--- config.mk ---
export PLATFORM = sky130hd
export DESIGN_NAME = ic2d_cfg
export DESIGN_NICKNAME = d
export VERILOG_FILES = /design/src/rtl/core/ic2d_pkg.sv /design/src/rtl/core/ic2d_cfg.sv
export SDC_FILE = /design/constraint.sdc
export NUM_CORES = 1
export LEC_CHECK = 0
export ABC_AREA = 1
export BUFFER_PORTS_ARGS = -buffer_cell sky130_fd_sc_hd__buf_4
export CORE_ASPECT_RATIO = 1.4
export CORE_UTILIZATION = 40
export DETAILED_ROUTE_END_ITERATION = 10
export GPL_TIMING_DRIVEN = 0
export PLACE_DENSITY_LB_ADDON = 0.08
export SETUP_SLACK_MARGIN = 0.5
export SLEW_MARGIN = 20
export SYNTH_ARGS = -nofsm -noshare
export SYNTH_HDL_FRONTEND = slang
export SYNTH_SLANG_ARGS = --single-unit
export TNS_END_PERCENT = 30
--- constraint.sdc ---
create_clock -name i_clk -period 3.17 [get_ports i_clk]
set_clock_uncertainty 0.2 [all_clocks]
set_input_delay 0.1585 -clock i_clk [delete_from_list [all_inputs] [get_ports i_clk]]
set_output_delay 0.1585 -clock i_clk [all_outputs]
set_load 0.03 [all_outputs]
--- src/rtl/core/ic2d_pkg.sv ---
// Shared types, constants and helpers of the 2D image convolution block.
// Depends on nothing; every module of the block but ic2d_ram imports it.
package ic2d_pkg;

    localparam int IMAGE_WIDTH     = 1920;
    localparam int IMAGE_HEIGHT    = 1080;
    localparam int MAX_KERNEL_SIDE = 7;

    localparam int PIX_W      = 8;
    localparam int COEF_W     = 9;
    localparam int PROD_W     = PIX_W + COEF_W + 1;
    localparam int ROW_SUM_W  = PROD_W + 3;
    localparam int SUM_W      = 23;
    localparam int COORD_W    = 11;
    localparam int KSIZE_W    = 3;
    localparam int COL_W      = $clog2(IMAGE_WIDTH);
    localparam int ROW_W      = $clog2(IMAGE_HEIGHT);
    localparam int LINE_ROWS  = MAX_KERNEL_SIDE - 1;
    localparam int LINE_W     = LINE_ROWS * PIX_W;

    // Configuration register map.
    localparam int NUM_ROW_REGS = 7;
    localparam int KROW_COEFS   = 7;
    localparam int CFG_IDX_W    = 3;
    localparam int CFG_DATA_W   = KROW_COEFS * COEF_W;
    localparam logic [CFG_IDX_W-1:0] CFG_KSIZE = 3'd0;
    localparam logic [CFG_IDX_W-1:0] CFG_ROW0  = 3'd1;
    localparam logic [KSIZE_W-1:0]   KSIZE_RESET = 3'd3;

    typedef struct packed {
        logic [PIX_W-1:0] pixel_value;
        logic             frame_start;
    } t_in_item;

    typedef struct packed {
        logic signed [SUM_W-1:0] filtered_value;
        logic [COORD_W-1:0]      centre_column;
        logic [COORD_W-1:0]      centre_row;
        logic                    frame_last;
    } t_out_item;

    typedef logic [KROW_COEFS-1:0][COEF_W-1:0] t_krow;

    typedef struct packed {
        logic [KSIZE_W-1:0]           ksize;
        t_krow [NUM_ROW_REGS-1:0]     rows;
    } t_cfg;

    typedef logic [MAX_KERNEL_SIDE-1:0][MAX_KERNEL_SIDE-1:0][PIX_W-1:0] t_window;
    typedef logic [LINE_ROWS-1:0][PIX_W-1:0] t_lines;

    typedef struct packed {
        logic [COORD_W-1:0] cx;
        logic [COORD_W-1:0] cy;
        logic               last;
    } t_meta;

    // Window handed from the window stage to the multiply-accumulate stages.
    typedef struct packed {
        logic    valid;
        t_meta   meta;
        t_window win;
    } t_win_item;

    // A kernel size of zero acts as one, an oversized one as the largest.
    function automatic logic [KSIZE_W-1:0] k_eff(input logic [KSIZE_W-1:0] ks);
        logic [KSIZE_W-1:0] k;
        k = ks;
        if (ks == '0) begin
            k = KSIZE_W'(1);
        end else if (ks > KSIZE_W'(MAX_KERNEL_SIDE)) begin
            k = KSIZE_W'(MAX_KERNEL_SIDE);
        end
        return k;
    endfunction

endpackage

--- src/rtl/core/ic2d_cfg.sv ---
// Configuration register file: kernel size and seven packed kernel rows.
// Depends on ic2d_pkg.
module ic2d_cfg import ic2d_pkg::*; (
    input  logic                  i_clk,
    input  logic                  i_rst_n,
    input  logic                  i_cfg_valid,
    input  logic [CFG_IDX_W-1:0]  i_cfg_index,
    input  logic [CFG_DATA_W-1:0] i_cfg_data,
    output logic                  o_cfg_ready,
    output t_cfg                  o_cfg
);

    logic [KSIZE_W-1:0]       r_ksize;
    t_krow [NUM_ROW_REGS-1:0] r_rows;

    always_ff @(posedge i_clk) begin
        if (!i_rst_n) begin
            r_ksize <= KSIZE_RESET;
            r_rows  <= '0;
        end else if (i_cfg_valid) begin
            if (i_cfg_index == CFG_KSIZE) begin
                r_ksize <= i_cfg_data[KSIZE_W-1:0];
            end else begin
                r_rows[i_cfg_index - CFG_ROW0] <= i_cfg_data;
            end
        end
    end

    assign o_cfg_ready = 1'b1;
    assign o_cfg       = '{ksize: r_ksize, rows: r_rows};

endmodule

---- Word-level counts from Yosys, hierarchy flattened ----
Cells that the tools add are included.
word-level totals
  register bits ........................... 444
  input port bits ......................... 69
  output and inout bits ................... 445
  logic and storage cells ................. 61
cells by class
  $add $sub $neg .......................... 1
  magnitude comparators ................... 2
  multiplexer cells ....................... 3
  bitwise operators ....................... 1
  reductions and logical operators ........ 4
operator list
  cell                   number
  $bwmux W441            1
  $demux W63 S3          1
  $mux W63               1
  $lt A3 B4 Y1 const B   1
  $reduce_and A2 Y1      2
  $ge A3 B1 Y1 const B   1
  $logic_not A3 Y1       1
  $sub A3 B1 Y3 const B  1
  $logic_and A1 B1 Y1    1
  $not A1 Y1             1

---- Longest topological paths before layout ----
  word-level depth ........................ 6
  depth in mapped cells ................... 10
  depth with buffers taken out ............ 9

---- Least setup slack after synthesis ----
No wires, ideal clock.
  kind .................................... input to register
  start point ............................. input i_cfg_index[0]
  end point ............................... register r_rows (netlist bit o_cfg[386])
  setup time .............................. 0.113 ns
  data arrival time ....................... 1.377 ns
  data required time ...................... 2.857 ns
  setup slack ............................. 1.480 ns
  stages on the path ...................... 9
  path buffers ............................ 1
  cells stage by stage .................... inv_1 > ha_1 > inv_1 > nand2_1 > nor2_1 > buf_2 > nand3_1 > nand2_1 > nor2_1
on the way
  word-level cells in the longest chain between the ends .. 6
  elaborated cells between the ends (all ways) .. 10
  those cells by class .................... 1 x add/sub; 2 x order compare; 3 x mux; 1 x bitwise; 3 x reduce/logical
ends and longest elaborated chain
  element                                                             line            source
  start, declared                                                     ic2d_cfg.sv:7   input logic [CFG_IDX_W-1:0] i_cfg_index,
  $sub A3 B1 Y3                                                       ic2d_cfg.sv:24  r_rows[i_cfg_index - CFG_ROW0] <= i_cfg_data;
  $lt A3 B4 Y1 (not written as such) or $ge A3 B1 Y1 (tied branches)  ic2d_cfg.sv:24
  $logic_and A1 B1 Y1 (not written as such)                           ic2d_cfg.sv:24
  $mux W63 (not written as such)                                      ic2d_cfg.sv:24
  $demux W63 S3                                                       ic2d_cfg.sv:24
  $bwmux W441                                                         ic2d_cfg.sv:24
  end signal, assigned by index                                       ic2d_cfg.sv:24
  end, declared                                                       ic2d_cfg.sv:14  t_krow [NUM_ROW_REGS-1:0] r_rows;
Parallel ways exist; a longest one is shown, timed or not.
A chain may end at the register's enable or synchronous reset.

---- Worst setup path after layout ----
  start point ............................. input i_cfg_index[2]
  end point ............................... register r_rows (netlist bit o_cfg[439])
Same word-level chain as after synthesis.

==> results.txt <==
The flow ran to the end, and the final reports show no timing, DRC or antenna violations. The initialized floorplan defines 88 standard-cell rows. Worst-case register-to-register setup slack: 1.85 ns. Internal power comes to 9.79 mW. The largest total area in the synthesized netlist belongs to dfxtp_1. The final weighted congestion in routability-driven placement is 0.836, and the number of antenna violations at the first check in global routing is 0. Setup repair after global routing left no endpoint under its margin. Clock latency on the worst-skew pair, taken at its later pin, is 0.55 ns. The category of cells accounting for the largest share of critical-path delay was simple AND/OR/NAND/NOR gates. The worst hold path begins at i_cfg_index[0].

Clock tree synthesis inserted a total of 44 buffers. Clock tree synthesis selected as its root buffer the cell clkbuf_16. The via count of the first global-routing pass was 15700; the share of the synthesized area in the top cell type was 52.7%.

For this block, the routed nets add up to 64700 um of wire. The post-detailed-route via-to-cell ratio came out at 4.71. For this design the static power due to leakage is 11.4 nW. In this run the count of I/O pins placed on the die edge is 514.

In this run, post-CTS repair resized a total of 0 instances. Along the worst path, the maximum fanout reaches 10. The smallest setup slack after layout was 0.688 ns; the minimum clock period after layout was 2.48 ns. The portion of the post-synthesis area used by sequential elements is 52.7%. The wire length of the first global-routing pass was 94400 um; the number of synthesized flops with an enable pin was 0. Walking the worst path, the cells encountered are dlygate4sd3_1, buf_4, inv_2, nand2_1, nand2_2, nand2_1, nor2_2, buf_2, nor2_1, nor2_1. By count the netlist is led by 883 x nor2_1, 828 x nand2_1, 444 x dfxtp_1, 67 x inv_1, 65 x nand3_1. The detailed-routing iteration count for the pre-antenna-repair pass is 6, and the chip height is 245 um. The worst setup path is captured at a register. The hold violation total from the final report came out at 0. The largest net degree at the start of global routing was 15. The type of the tightest min-delay check is input pin to register. Detailed placement ended at an HPWL of 47400 um. Relative to the synthesized area, the layout overhead comes to 39.8%. TritonCTS built the clock tree. For this design the ratio of total power to cell area is 574 mW/mm2.

Once detail routing completed, the nets flagged for antenna violations numbered 0. The tools report the DRC violation total after the first TritonRoute iteration as 952. The delay contributed by the slowest stage of the critical path came out at 0.68 ns.

The required time of the critical path was 3.46 ns; the combinational share of power was 15.3%. The critical path starts at i_cfg_index[2]. Share of flip-flops with an asynchronous set or reset after synthesis: 0%. The startpoint identified for the worst register-to-register timing path is r_ksize[2].

Slowest library cell on the worst path: nor2_2. The final critical-path share of the clock period is 78.3%. The share of total power dissipated in the clock network is 40.6%. By area the synthesized netlist is led by dfxtp_1 53%, nor2_1 20%, nand2_1 18%, nand3_1 1.9%, buf_2 1.8%. The number of pins exceeding their max-slew limit in the final report was 0.

When the netlist entered floorplanning its net count stood at 2526. Sort of element at the start of the critical path: an input pin. The floorplan step defined a die boundary enclosing 0.0430 mm2. The post-detailed-route wirelength per cell is 17.7 um, and the number of sinks driven by the clock tree is 444. The cell area after technology mapping came out at 0.0169 mm2. After synthesis, the netlist uses 21 different library cells. Synthesis produced a netlist whose cell count is 2455.

The floorplan step set the die width to 175 um. The tool flagged a number of max-cap violations equal to 0. The run gives 510 uV as the maximum ir drop on the vdd rail. No sink is reached through more buffers than the 3 on the longest clock path. Before CTS, the worst setup slack after placement is 0.478 ns.

For the all-layer global routing usage, the log shows 29.1%. For the data arrival time of the critical path, the log shows 2.77 ns. The initial utilization of the core area, before any placement, comes to 40.7%. The buffers plus inverters on the worst setup path is 4. The core box area was 0.0414 mm2.

The class of the most critical setup path was input pin to register. Each instance of the synthesized netlist takes up on average 6.87 um2. Among all flip-flop cells after synthesis, the most frequent one is dfxtp_1. The analysis attributes to net switching a power of 3.75 mW.

The H-tree was split into 2 levels. Flip-flop and latch count after synthesis: 444. The repair_antennas step left the layout with diodes totalling 0.

Non-filler instance count after layout: 3653. The switching share of power was 27.7%. Summed over all failing endpoints, the final setup total negative slack is 0 ns.

In the routed design, unresolved DRC markers number 0. Derived from the worst setup path, the maximum achievable clock frequency is 403 MHz. The setup violation total in the final timing report was 0; the clock transition at the registers of the reported paths was 0.06 ns.

The run gives 0.0333 ns as the smallest hold slack. Among all cell types in the netlist, the one instantiated most often is nor2_1. During synthesis, Yosys emitted a total of 0 warnings. Cells with a size suffix above 1 make up 22.2% of the layout. Once the clock tree was built, the setup fixing pass inserted 0 buffers. The final route contains 17200 vias. Residual overflow from global routing: 0. In this run the tightest slew margin relative to its limit is 28.2%.

During placement, the flow inserted port buffers numbering 511. Once placement completed, the tool counted placed cells totaling 3506. At the pin with the least slew margin, the transition time is 1.08 ns. In this run, flip-flops and latches consume 44.1% of the power.

The tools report the net count of the finished layout as 3150.
## what timing repair did
item	4_1_cts	5_1_grt
setup endpoints to repair	0	0
hold buffers	67	0
hold endpoints to repair	444	0
## cell usage in the layout, fill, tap and decap left out, drive strengths merged, types with 4 or more instances in the layout
cell type / n
clkbuf: 108
inv: 71
clkinv: 6
dlygate4sd3: 67
dfxtp: 444
bufinv: 4
nand3: 69
nand2: 830
nor2: 890
buf: 617
## cells by family after synthesis
family / after synthesis / synth area share (%)
and+or+nand+nor: 1789 / 40.8
AOI/OAI and AO/OA: 4 / 0.148
adders and majority gates: 2 / 0.148
buffers and inverters: 215 / 6.12
DFF: 444 / 52.7
other: 1 / 0.0222
## routing by layer
metal | track usage, % | vias to the layer above | share of wire [%]
met1 | 33.1 | 7877 | 39
li1 | - | 8557 | -
met4 | 15.5 | 0 | 5.6
met2 | 50.5 | 627 | 48
met5 | 0 | - | 0
met3 | 6.49 | 159 | 7.2
## flip-flops by register name (all words and copies together) (netlist names)
register	count
r_ksize	3
o_cfg	441
## final timing paths
kind           endpoint  depth (start not counted)
min reg2reg   o_cfg[89]                          2
max reg2reg  r_ksize[2]                          3
max          o_cfg[439]                         10
min          o_cfg[431]                          6
## through the flow
stage          area, um2  total power, mW  util, %
2_1_floorplan      16900             7.28        -
5_1_grt            23600             14.0     56.9
3_3_place_gp       21400             8.06     51.6
4_1_cts            23600             13.6     56.9
3_5_place_dp       21400             8.09     51.6
6_report           23600             13.5     56.9
## power groups by stage
stage | Combinational [mW] | Clock (mW) | Sequential [mW]
finish | 2.07 | 5.50 | 5.96
global placement | 1.98 | 0 | 6.08
global route | 2.22 | 5.82 | 5.99
CTS | 2.07 | 5.60 | 5.96
floorplan | 0.736 | 0 | 6.54
detailed placement | 2.00 | 0 | 6.09
## area by class of cell
| cell class | instances | area (um2) |
|---|---|---|
| Clock inverter | 12 | 168 |
| Timing Repair Buffer | 578 | 4510 |
| Multi-Input combinational cell | 1796 | 6940 |
| Fill cell | 4053 | 17800 |
| Buffer | 146 | 774 |
| Sequential cell | 444 | 8890 |
| Tap cell | 540 | 676 |
| Inverter | 69 | 259 |
| Clock buffer | 68 | 1350 |
## tightest hold or removal path, stage by stage
cell and delay, ns:
buf_4 0.13, nand2_1 0.07, nor2_2 0.16, nand3_1 0.11, nand2_1 0.05, nor2_1 0.07
No activity file was read; power rests on OpenSTA's default activity.
